### config.mk
export PLATFORM = sky130hd
export DESIGN_NAME = decimal_seven_segment_formatter
export DESIGN_NICKNAME = d
export VERILOG_FILES = /design/src/hw/rtl/dssf_pkg.sv /design/src/hw/rtl/dssf_digits.sv /design/src/hw/rtl/decimal_seven_segment_formatter.sv
export SDC_FILE = /design/constraint.sdc
export NUM_CORES = 1
export LEC_CHECK = 0
export ABC_AREA = 1
export ABC_CLOCK_PERIOD_IN_PS = 14500
export BUFFER_PORTS_ARGS = -buffer_cell sky130_fd_sc_hd__buf_2
export CORE_UTILIZATION = 65
export CTS_CLUSTER_DIAMETER = 80
export DETAILED_ROUTE_END_ITERATION = 10
export GPL_TIMING_DRIVEN = 0
export PLACE_DENSITY = 0.8
export SYNTH_ARGS = -nofsm -noshare
export SYNTH_HDL_FRONTEND = slang
export SYNTH_HIERARCHICAL = 1
export SYNTH_SLANG_ARGS = --single-unit
### constraint.sdc
create_clock -name clk -period 14.5 [get_ports clk]
set_input_delay 0.725 -clock clk [delete_from_list [all_inputs] [get_ports clk]]
set_output_delay 0.725 -clock clk [all_outputs]
set_load 0.01 [all_outputs]
### src/hw/rtl/dssf_pkg.sv
package dssf_pkg;

  typedef struct packed {
    logic signed [23:0] scaled_value;
    logic [1:0]         frac_digits;
  } item_t;

  typedef struct packed {
    logic [7:0] seg_char0;
    logic [7:0] seg_char1;
    logic [7:0] seg_char2;
    logic [7:0] seg_char3;
    logic [7:0] seg_char4;
    logic [7:0] seg_char5;
  } result_t;

  typedef struct packed {
    logic            neg;
    logic            zpad;
    logic [1:0]      frac;
    logic [5:0][3:0] d;
  } digits_t;

  localparam int VALUE_MAX = 999999;
  localparam int VALUE_MIN = -99999;

  // Reciprocal of 1000 scaled by 2^30, exact for magnitudes below 2^20.
  localparam logic [20:0] RECIP_1000 = 21'd1073742;
  localparam logic [5:0]  RECIP_100  = 6'd41;
  localparam logic [7:0]  RECIP_10   = 8'd205;

  localparam logic [9:0] POW10 [4] = '{10'd1, 10'd10, 10'd100, 10'd1000};

  localparam logic [7:0] SEG_DIGIT [10] = '{
    8'h7D, 8'h60, 8'h3E, 8'h7A, 8'h63, 8'h5B, 8'h5F, 8'h70, 8'h7F, 8'h7B
  };
  localparam logic [7:0] SEG_SPACE = 8'h00;
  localparam logic [7:0] SEG_MINUS = 8'h02;
  localparam logic [7:0] SEG_POINT = 8'h80;

endpackage

### src/hw/rtl/dssf_digits.sv
module dssf_digits (
  input  logic            clk,
  input  logic            rst,
  input  logic            en,
  input  logic            item_valid,
  input  dssf_pkg::item_t item,
  output logic            digit_valid,
  output dssf_pkg::digits_t digits
);

  logic [6:1] valid;

  logic [19:0] s1_mag;
  logic        s1_neg;
  logic [1:0]  s1_frac;

  logic [9:0]  s2_hi;
  logic [19:0] s2_mag;
  logic        s2_neg;
  logic        s2_zpad;
  logic [1:0]  s2_frac;

  logic [1:0][9:0] s3_x;
  logic        s3_neg;
  logic        s3_zpad;
  logic [1:0]  s3_frac;

  logic [1:0][9:0] s4_x;
  logic [1:0][3:0] s4_h;
  logic        s4_neg;
  logic        s4_zpad;
  logic [1:0]  s4_frac;

  logic [1:0][3:0] s5_h;
  logic [1:0][6:0] s5_r;
  logic        s5_neg;
  logic        s5_zpad;
  logic [1:0]  s5_frac;

  logic [1:0][3:0] s6_h;
  logic [1:0][6:0] s6_r;
  logic [1:0][3:0] s6_t;
  logic        s6_neg;
  logic        s6_zpad;
  logic [1:0]  s6_frac;

  logic [19:0] mag_next;
  logic        neg_next;
  logic [23:0] abs_val;
  logic [40:0] prod_hi;
  logic [1:0][15:0] prod_h;
  logic [1:0][14:0] prod_t;

  always_comb begin
    abs_val = item.scaled_value[23] ? 24'(-item.scaled_value) : 24'(item.scaled_value);
    if (item.scaled_value > 24'(dssf_pkg::VALUE_MAX)) begin
      neg_next = 1'b0;
      mag_next = 20'(dssf_pkg::VALUE_MAX);
    end else if (item.scaled_value < $signed(24'(dssf_pkg::VALUE_MIN))) begin
      neg_next = 1'b1;
      mag_next = 20'(-dssf_pkg::VALUE_MIN);
    end else begin
      neg_next = item.scaled_value[23];
      mag_next = abs_val[19:0];
    end
  end

  assign prod_hi = 41'(s1_mag) * 41'(dssf_pkg::RECIP_1000);

  always_comb begin
    for (int k = 0; k < 2; k++) begin
      prod_h[k] = 16'(s3_x[k]) * 16'(dssf_pkg::RECIP_100);
      prod_t[k] = 15'(s5_r[k]) * 15'(dssf_pkg::RECIP_10);
    end
  end

  always_ff @(posedge clk) begin
    if (rst) begin
      valid <= '0;
    end else if (en) begin
      valid <= {valid[5:1], item_valid};
    end
  end

  always_ff @(posedge clk) begin
    if (en) begin
      s1_mag  <= mag_next;
      s1_neg  <= neg_next;
      s1_frac <= item.frac_digits;

      s2_hi   <= prod_hi[39:30];
      s2_mag  <= s1_mag;
      s2_neg  <= s1_neg;
      s2_frac <= s1_frac;
      s2_zpad <= (s1_frac != 2'd0) && (s1_mag < 20'(dssf_pkg::POW10[s1_frac]));

      s3_x[1] <= s2_hi;
      s3_x[0] <= 10'(s2_mag - 20'(s2_hi) * 20'd1000);
      s3_neg  <= s2_neg;
      s3_zpad <= s2_zpad;
      s3_frac <= s2_frac;

      for (int k = 0; k < 2; k++) begin
        s4_x[k] <= s3_x[k];
        s4_h[k] <= prod_h[k][15:12];
      end
      s4_neg  <= s3_neg;
      s4_zpad <= s3_zpad;
      s4_frac <= s3_frac;

      for (int k = 0; k < 2; k++) begin
        s5_h[k] <= s4_h[k];
        s5_r[k] <= 7'(s4_x[k] - 10'(s4_h[k]) * 10'd100);
      end
      s5_neg  <= s4_neg;
      s5_zpad <= s4_zpad;
      s5_frac <= s4_frac;

      for (int k = 0; k < 2; k++) begin
        s6_h[k] <= s5_h[k];
        s6_r[k] <= s5_r[k];
        s6_t[k] <= prod_t[k][14:11];
      end
      s6_neg  <= s5_neg;
      s6_zpad <= s5_zpad;
      s6_frac <= s5_frac;

      digits.neg  <= s6_neg;
      digits.zpad <= s6_zpad;
      digits.frac <= s6_frac;
      digits.d[0] <= s6_h[1];
      digits.d[1] <= s6_t[1];
      digits.d[2] <= 4'(s6_r[1] - 7'(s6_t[1]) * 7'd10);
      digits.d[3] <= s6_h[0];
      digits.d[4] <= s6_t[0];
      digits.d[5] <= 4'(s6_r[0] - 7'(s6_t[0]) * 7'd10);
    end
  end

  always_ff @(posedge clk) begin
    if (rst) begin
      digit_valid <= 1'b0;
    end else if (en) begin
      digit_valid <= valid[6];
    end
  end

endmodule

### src/hw/rtl/decimal_seven_segment_formatter.sv
// Decimal seven-segment formatter.
// The item channel (item_valid, item_stall, item) carries a signed value already
// scaled by ten to the power of frac_digits, plus frac_digits from 0 to 3. The result
// channel (result_valid, result_stall, result) carries six segment bytes, leftmost
// character first, with bit 7 as the decimal point.
// The value is clamped to -99999..999999 and shown right-aligned with a minus sign,
// zero-padded when a point is shown and the magnitude is below one whole unit.
// An item transfer's result becomes valid after the eight register stages of the
// clamp, reciprocal-multiply digit split and character encoding pipeline. One item
// can be taken every cycle while a result stall does not hold the pipeline.
// When the receiver asserts result_stall while a result is valid, the whole pipeline
// holds and item_stall is raised in the same cycle; nothing is lost or repeated.
// A synchronous reset clears all valid bits, so no result appears until new items
// have been transferred.
module decimal_seven_segment_formatter (
  input  logic              clk,
  input  logic              rst,
  input  logic              item_valid,
  output logic              item_stall,
  input  dssf_pkg::item_t   item,
  output logic              result_valid,
  input  logic              result_stall,
  output dssf_pkg::result_t result
);

  logic              en;
  logic              digit_valid;
  dssf_pkg::digits_t digits;
  logic [5:0][7:0]   seg;
  logic [5:0]        lead;
  dssf_pkg::result_t result_next;

  assign en         = !(result_valid && result_stall);
  assign item_stall = !en;

  dssf_digits u_digits (
    .clk         (clk),
    .rst         (rst),
    .en          (en),
    .item_valid  (item_valid),
    .item        (item),
    .digit_valid (digit_valid),
    .digits      (digits)
  );

  always_comb begin
    lead[0] = (digits.d[0] == 4'd0);
    for (int i = 1; i < 6; i++) begin
      lead[i] = lead[i-1] && (digits.d[i] == 4'd0);
    end
    for (int i = 0; i < 6; i++) begin
      if (digits.zpad && !digits.neg) begin
        seg[i] = (i < 5 - int'(digits.frac)) ? dssf_pkg::SEG_SPACE
                                              : dssf_pkg::SEG_DIGIT[digits.d[i]];
      end else if (digits.zpad) begin
        seg[i] = (i == 0) ? dssf_pkg::SEG_MINUS : dssf_pkg::SEG_DIGIT[digits.d[i]];
      end else if (i < 5 && lead[i]) begin
        seg[i] = (digits.neg && !lead[i+1]) ? dssf_pkg::SEG_MINUS : dssf_pkg::SEG_SPACE;
      end else begin
        seg[i] = dssf_pkg::SEG_DIGIT[digits.d[i]];
      end
      if (digits.frac != 2'd0 && i == 6 - int'(digits.frac)) begin
        seg[i] = seg[i] | dssf_pkg::SEG_POINT;
      end
    end
    result_next.seg_char0 = seg[0];
    result_next.seg_char1 = seg[1];
    result_next.seg_char2 = seg[2];
    result_next.seg_char3 = seg[3];
    result_next.seg_char4 = seg[4];
    result_next.seg_char5 = seg[5];
  end

  always_ff @(posedge clk) begin
    if (rst) begin
      result_valid <= 1'b0;
    end else if (en) begin
      result_valid <= digit_valid;
    end
  end

  always_ff @(posedge clk) begin
    if (en) begin
      result <= result_next;
    end
  end

endmodule

# Word-level counts from Yosys, hierarchy flattened
# Memories as Yosys holds them, arrays and structs flattened.
# Index checks and enable logic that the tools add are counted.
[classes]
n_mul = 10
bitwise_logic = 7
n_lt_le_gt_ge = 16
addsub = 8
n_eq_ne = 5
reduce_logical = 35
mux = 45
[ops]
columns = ["op", "count"]
rows = [
  ["$mux W8", 34],
  ["$mux W20", 2],
  ["$mul A20 B20 Y39 const B", 1],
  ["$logic_not A32 Y1", 1],
  ["$mul A10 B6 Y16 const B", 2],
  ["$ge A5 B5 Y1 const B", 6],
  ["$mul A7 B8 Y15 const B", 2],
  ["$not A4 Y5", 6],
  ["$gt A24 B21 Y1 const B", 1],
  ["$logic_not A4 Y1", 6],
  ["$lt A24 B18 Y1 const B", 1],
  ["$bmux W10 S2", 1],
  ["$lt A20 B10 Y1", 1],
  ["$mux W10", 2],
  ["$neg A20 Y20", 1],
  ["$logic_and A1 B1 Y1", 19],
  ["$sub A7 B7 Y7", 2],
  ["$mul A10 B7 Y7 const B", 1],
  ["$mul A4 B5 Y5 const B", 2],
  ["$mux W2", 5],
  ["$sub A10 B10 Y10", 1],
  ["$eq A3 B4 Y1 const A", 2],
  ["$eq A4 B4 Y1 const A", 2],
  ["$lt A3 B4 Y1 const A", 2],
  ["other kinds (13)", 23],
]
[word_totals]
elab_cells = 193
in_bits = 30
n_memories = 6
regBits = 235
output_inout_bits = 50
romBits = 768
[mem_list]
columns = ["name", "depth", "width", "rd", "rd_clocked_by_memory_dff", "wr", "line_no", "source"]
rows = [
  ["(name not given)", 16, 8, 1, 0, 0, "decimal_seven_segment_formatter.sv:60", "seg[i] = dssf_pkg::SEG_DIGIT[digits.d[i]];"],
  ["(name not given)", 16, 8, 1, 0, 0, "decimal_seven_segment_formatter.sv:60", ""],
  ["(name not given)", 16, 8, 1, 0, 0, "decimal_seven_segment_formatter.sv:60", ""],
  ["(name not given)", 16, 8, 1, 0, 0, "decimal_seven_segment_formatter.sv:60", ""],
  ["(name not given)", 16, 8, 1, 0, 0, "decimal_seven_segment_formatter.sv:60", ""],
  ["(name not given)", 16, 8, 1, 0, 0, "decimal_seven_segment_formatter.sv:60", ""],
]

# Longest topological paths before layout
[logic_depth]
ltp_word = 12
depth_mapped = 23

# Hierarchy
# The synthesis kept the hierarchy.
[modules_own_cells]
columns = ["module", "n_inst", "cells_per_inst", "area_each_um2", "seq_area_each_um2"]
rows = [
  ["dssf_digits", 1, 1912, 17723.2, 5515.3],
  ["decimal_seven_segment_formatter", 1, 261, 2726.4, 1461.4],
]

# Least setup slack after synthesis
# OpenSTA, ideal clock, no wires.
[synth_path]
path_kind = "input -> output"
start = "input port result_stall"
end = "output port item_stall"
slack_ns = 7.581
stages = 2
n_path_buf = 0
arrival_ns = 6.194
cell_sequence = "nand2_1 -> inv_1"
[synth_between]
elab_chain_len = 1
[synth_rtl]
columns = ["item", "line_no", "source"]
rows = [
  ["start, declared", "decimal_seven_segment_formatter.sv:22", "input logic result_stall,"],
  ["$logic_and A1 B1 Y1", "decimal_seven_segment_formatter.sv:33", "assign en = !(result_valid && result_stall);"],
  ["end, declared", "decimal_seven_segment_formatter.sv:19", "output logic item_stall,"],
]
# No other way between the ends.

# Worst setup path after layout
[layout_path]
start = "register u_digits.s1_mag[7]"
end = "register u_digits.s2_hi[8], data pin"
[layout_between]
elab_chain_len = 1
[layout_rtl]
columns = ["item", "line_no", "source"]
rows = [
  ["start, declared", "dssf_digits.sv:13", "logic [19:0] s1_mag;"],
  ["start signal, assigned", "dssf_digits.sv:87", "s1_mag <= mag_next;"],
  ["$mul A20 B20 Y39", "dssf_digits.sv:68", "assign prod_hi = 41'(s1_mag) * 41'(dssf_pkg::RECIP_1000);"],
  ["net u_digits.prod_hi[38]", "dssf_digits.sv:50", "logic [40:0] prod_hi;"],
  ["end signal, assigned", "dssf_digits.sv:91", "s2_hi <= prod_hi[39:30];"],
  ["end, declared", "dssf_digits.sv:17", "logic [9:0] s2_hi;"],
]
# The timed path passes the listed nets, and every way through them passes these cells.
# A chain may end at the register's enable or synchronous reset.

==> results_tabular.tex <==
\begin{tabular}{lr}
\hline
Metric & Value \\
\hline
\multicolumn{2}{l}{\textbf{Global route}} \\
\quad Pin count of the biggest net entering global routing & 75 \\
\quad Initial antenna violation count & 0 \\
\quad Vias in the first global route & between 10,000 and 15,000 \\
\quad First-pass GRT wire length & 68,300 um \\
\quad Global route overflow & 0 \\
\quad Total routing resource utilization after global routing & between 20\% and 30\% \\
\multicolumn{2}{l}{\textbf{Worst hold path}} \\
\quad HP Class & in2reg \\
\quad Hold Path End & u\_digits/s1\_frac[1]\$\_DFFE\_PP\_ \\
\quad Count of cells along the worst hold path & 1 \\
\quad Worst hold path startpoint & item[1] \\
\multicolumn{2}{l}{\textbf{Clock tree}} \\
\quad Count of buffers added by post-CTS timing repair for setup & 0 \\
\quad Clock slew at the register clock pins of the worst setup and hold paths & 60 ps \\
\quad Buffer cell driving the clock tree root & sky130\_fd\_sc\_hd\_\_clkbuf\_16 \\
\quad H-tree levels & 1 \\
\quad Clock tree from TritonCTS & yes \\
\quad Insertion delay of the later-clocked pin in the worst-skew pair & 550 ps \\
\quad Maximum clock insertion buffer count & 3 \\
\quad Sink count of the clock tree & $\sim$240 \\
\quad CTS buffer count & 25 \\
\quad Hold buffer count at CTS & 0 \\
\quad Number of cells upsized or downsized after cts & 0 \\
\multicolumn{2}{l}{\textbf{Timing}} \\
\quad Number of hold violations in the final report & 0 \\
\quad Highest achievable clock rate & 178 MHz \\
\quad Worst-case clock skew & 11.1 ps \\
\quad Number of max-slew violations in the final report & 0 \\
\quad Final number of setup-violating endpoints & 0 \\
\quad Post-Route Hold Slack & 359 ps \\
\quad Crit path time final & 5630 ps \\
\quad Final setup TNS & 0 ps \\
\quad Final worst path period share & 38.8\% \\
\quad Max transition margin & 50.7\% \\
\quad Setup repair after global routing missed its margin & no \\
\quad Tightest Pin Transition & 739 ps \\
\multicolumn{2}{l}{\textbf{Synth}} \\
\quad Dominant combinational cell family by area after synthesis & adder cells \\
\quad Combined area of all synthesized cells & 0.0204 mm2 \\
\quad FFs w/ async S/R, synth & 0\% \\
\quad Portion of the post-synthesis area used by sequential elements & 34.1\% \\
\quad Syn Area/Cell & 9.41 um2 \\
\quad EDFF count, synth & 227 \\
\quad Post-synthesis share of cell area spent on xor and xnor gates & 2.10\% \\
\quad Flops \& latches, synth & 235 \\
\quad Post-synthesis share of cell area spent on full adders, half adders and majority gates & 34.7\% \\
\quad Post-synthesis simple-gate area fraction & around 15\% \\
\quad Commonest register cell after synthesis & sky130\_fd\_sc\_hd\_\_edfxtp\_1 \\
\quad Number of distinct standard cells referenced by the synthesized netlist & 46 \\
\quad Share of synthesized area spent on multiplexers & 0\% \\
\quad Number of instances in the synthesized netlist & between 2,000 and 2,500 \\
\quad Yosys Warn Count & 6 \\
\quad Fraction of the mapped netlist area in compound gates & 5.12\% \\
\multicolumn{2}{l}{\textbf{Die}} \\
\quad Total die area & 0.0322 mm2 \\
\quad Width of the die & 179 um \\
\quad Die H & 179 um \\
\quad Area of the core region & 0.0307 mm2 \\
\quad Num ports & 80 \\
\quad FP Rows & 64 \\
\quad Starting density of the core & about two thirds \\
\multicolumn{2}{l}{\textbf{Worst setup path}} \\
\quad Required time of the worst setup path & 14,780 ps \\
\quad CP max stage delay & 830 ps \\
\quad Flop2flop setup slack & $\sim$9000 ps \\
\quad Endpoint of the lowest-slack register-to-register path & u\_digits/s2\_hi[8]\$\_DFFE\_PP\_ \\
\quad WP data arrival & 5920 ps \\
\quad Type of element launching the critical path & flop \\
\quad Worst R2R Start & u\_digits/s1\_mag[7]\$\_SDFFCE\_PP0P\_ \\
\quad Critical Path End Type & flop \\
\quad Type of the setup path with the least slack & reg2reg \\
\quad Worst Reg-to-Reg Cells & 20 \\
\quad Most common cell on crit path & sky130\_fd\_sc\_hd\_\_nand2\_1 \\
\quad Maximum fanout along the worst path & 8 \\
\quad Slowest stage cell, crit path & sky130\_fd\_sc\_hd\_\_edfxtp\_1 \\
\quad Cell chain of the critical path & ha\_1 > ha\_1 > fa\_1 > inv\_1 > fa\_1 > inv\_1 > fa\_1 > fa\_1 > ha\_1 > ha\_1 > nand2\_1 > inv\_1 > a21oi\_1 > inv\_1 > a21oi\_1 > nand2\_1 > nand2\_1 > nand3\_1 > nand2\_1 > nand2\_1 \\
\multicolumn{2}{l}{\textbf{Route}} \\
\quad Detailed Route Iter0 Violations & 891 \\
\quad Overall via count from detail\_route & 14,840 \\
\quad Wire length after detailed routing & approximately 42,000 um \\
\quad Mean number of vias per cell & approximately 5.5 \\
\quad Residual DRC & 6 \\
\quad Pre-antenna DRT Iters & 10 \\
\quad Number of antenna-violating nets in the routed design & 0 \\
\quad Average detailed-routed wire length per instance & 15.7 um \\
\multicolumn{2}{l}{\textbf{Placed design}} \\
\quad Placement-stage cell area & 0.0214 mm2 \\
\quad Final HPWL from detailed placement & 33,800 um \\
\quad Count of port buffers added during placement & 79 \\
\quad Number of instances in the placed design & between 2,000 and 3,000 \\
\quad Final weighted congestion of routability-driven global placement & between 0.9 and 1 \\
\multicolumn{2}{l}{\textbf{Final layout}} \\
\quad Commonest non-fill, non-tap cells in the layout & 492 x sky130\_fd\_sc\_hd\_\_inv\_1, 403 x sky130\_fd\_sc\_hd\_\_nand2\_1, 380 x sky130\_fd\_sc\_hd\_\_ha\_1 \\
\quad Share of final-layout standard cells stronger than drive strength 1 & 7.29\% \\
\quad Commonest non-fill, non-tap cell in the layout & sky130\_fd\_sc\_hd\_\_inv\_1 \\
\quad Final design area excluding fillers & 0.0223 mm2 \\
\quad Final non-filler cell total & 2,699 \\
\quad Number of diodes & 0 \\
\quad Area Overhead vs Synth & 9.08\% \\
\quad Total Nets Final & 2,811 \\
\multicolumn{2}{l}{\textbf{Run status}} \\
\quad Violated checks & DRC \\
\quad Run status & complete, but fails checks \\
\multicolumn{2}{l}{\textbf{Run}} \\
\quad Max-Cap Viols & 0 \\
\hline
\end{tabular}
[worst max path at each step]
stage	start	depth (start not counted)	endpoint
after floorplan	result_stall	2	item_stall
after global placement	result_stall	4	item_stall
after detailed placement	u_digits/s1_mag[5]$_SDFFCE_PP1P_	20	u_digits/s2_hi[7]$_DFFE_PP_
after CTS	u_digits/s1_mag[7]$_SDFFCE_PP0P_	20	u_digits/s2_hi[8]$_DFFE_PP_
after global routing	u_digits/s1_mag[5]$_SDFFCE_PP1P_	22	u_digits/s2_hi[7]$_DFFE_PP_
final	u_digits/s1_mag[7]$_SDFFCE_PP0P_	20	u_digits/s2_hi[8]$_DFFE_PP_
[metal layers]
layer | track usage [%] | wire [um] | vias up
met3 | 3.78 | 2150 | 96
li1 | - | - | 7249
met5 | 0 | 0 | -
met1 | 32.8 | 17100 | 7074
met4 | 9.07 | 1430 | 0
met2 | 48.9 | 21600 | 421
[state kept, by name, summed over array words and instances (netlist names), 10 cells and up]
signal / count
u_digits/s1_mag: 20
result: 48
u_digits/s4_x: 14
u_digits/s3_x: 20
u_digits/s2_mag: 10
u_digits/s2_hi: 10
u_digits/digits: 28
u_digits/s5_r: 14
[logic make-up (layout without fill, tap and decap cells)]
| kind of cell | count (synthesis) | in the layout |
|---|---|---|
| DFF | 235 | 235 |
| adders and majority gates | 497 | 497 |
| xor gates and xnor gates | 49 | 49 |
| AOI/OAI and AO/OA | 186 | 186 |
| buffers and inverters | 501 | 629 |
| and+or+nand+nor | 704 | 704 |
| other | 1 | 3 |
[worst max-delay path, delay by kind of cell, from the launching register on]
family | cells | cell delay (ps)
adders and majority gates | 8 | 3310
DFF | 1 | 830
and+or+nand+nor | 6 | 540
AOI/OAI and AO/OA | 2 | 450
buffers and inverters | 4 | 230
[final cells by class]
| type | instances | area (um2) |
|---|---|---|
| Tap cell | 396 | 495 |
| Multi-Input combinational cell | 1439 | 11600 |
| Clock inverter | 21 | 243 |
| Fill cell | 2170 | 8440 |
| Inverter | 496 | 1860 |
| Timing Repair Buffer | 82 | 478 |
| Buffer | 5 | 23.8 |
| Clock buffer | 25 | 626 |
| Sequential cell | 235 | 6980 |
[cell usage after synthesis, drive strengths merged, types with 7 or more instances]
cell type / number / area (um2)
o21bai: 14 / 105
edfxtp: 227 / 6820
nor3: 21 / 115
nand3: 75 / 410
nor2: 160 / 669
o21ai: 51 / 259
nand4: 21 / 131
a21oi: 91 / 455
dfxtp: 8 / 160
xor2: 27 / 236
fa: 117 / 2340
xnor2: 22 / 193
nand2: 412 / 1590
inv: 496 / 1860
ha: 380 / 4750
a31oi: 7 / 43.8
[metrics by stage]
| step | worst slack (ps) | util, % |
|---|---|---|
| after detailed placement | 8970 | 69.7 |
| after CTS | 8970 | 72.5 |
| after floorplan | 7580 | - |
| after global placement | 5920 | 69.4 |
| after global routing | 8710 | 72.5 |
| final | 8870 | 72.5 |
Power is not shown: default switching activity piles up to over one toggle a cycle in this logic, so the estimate is an artifact.
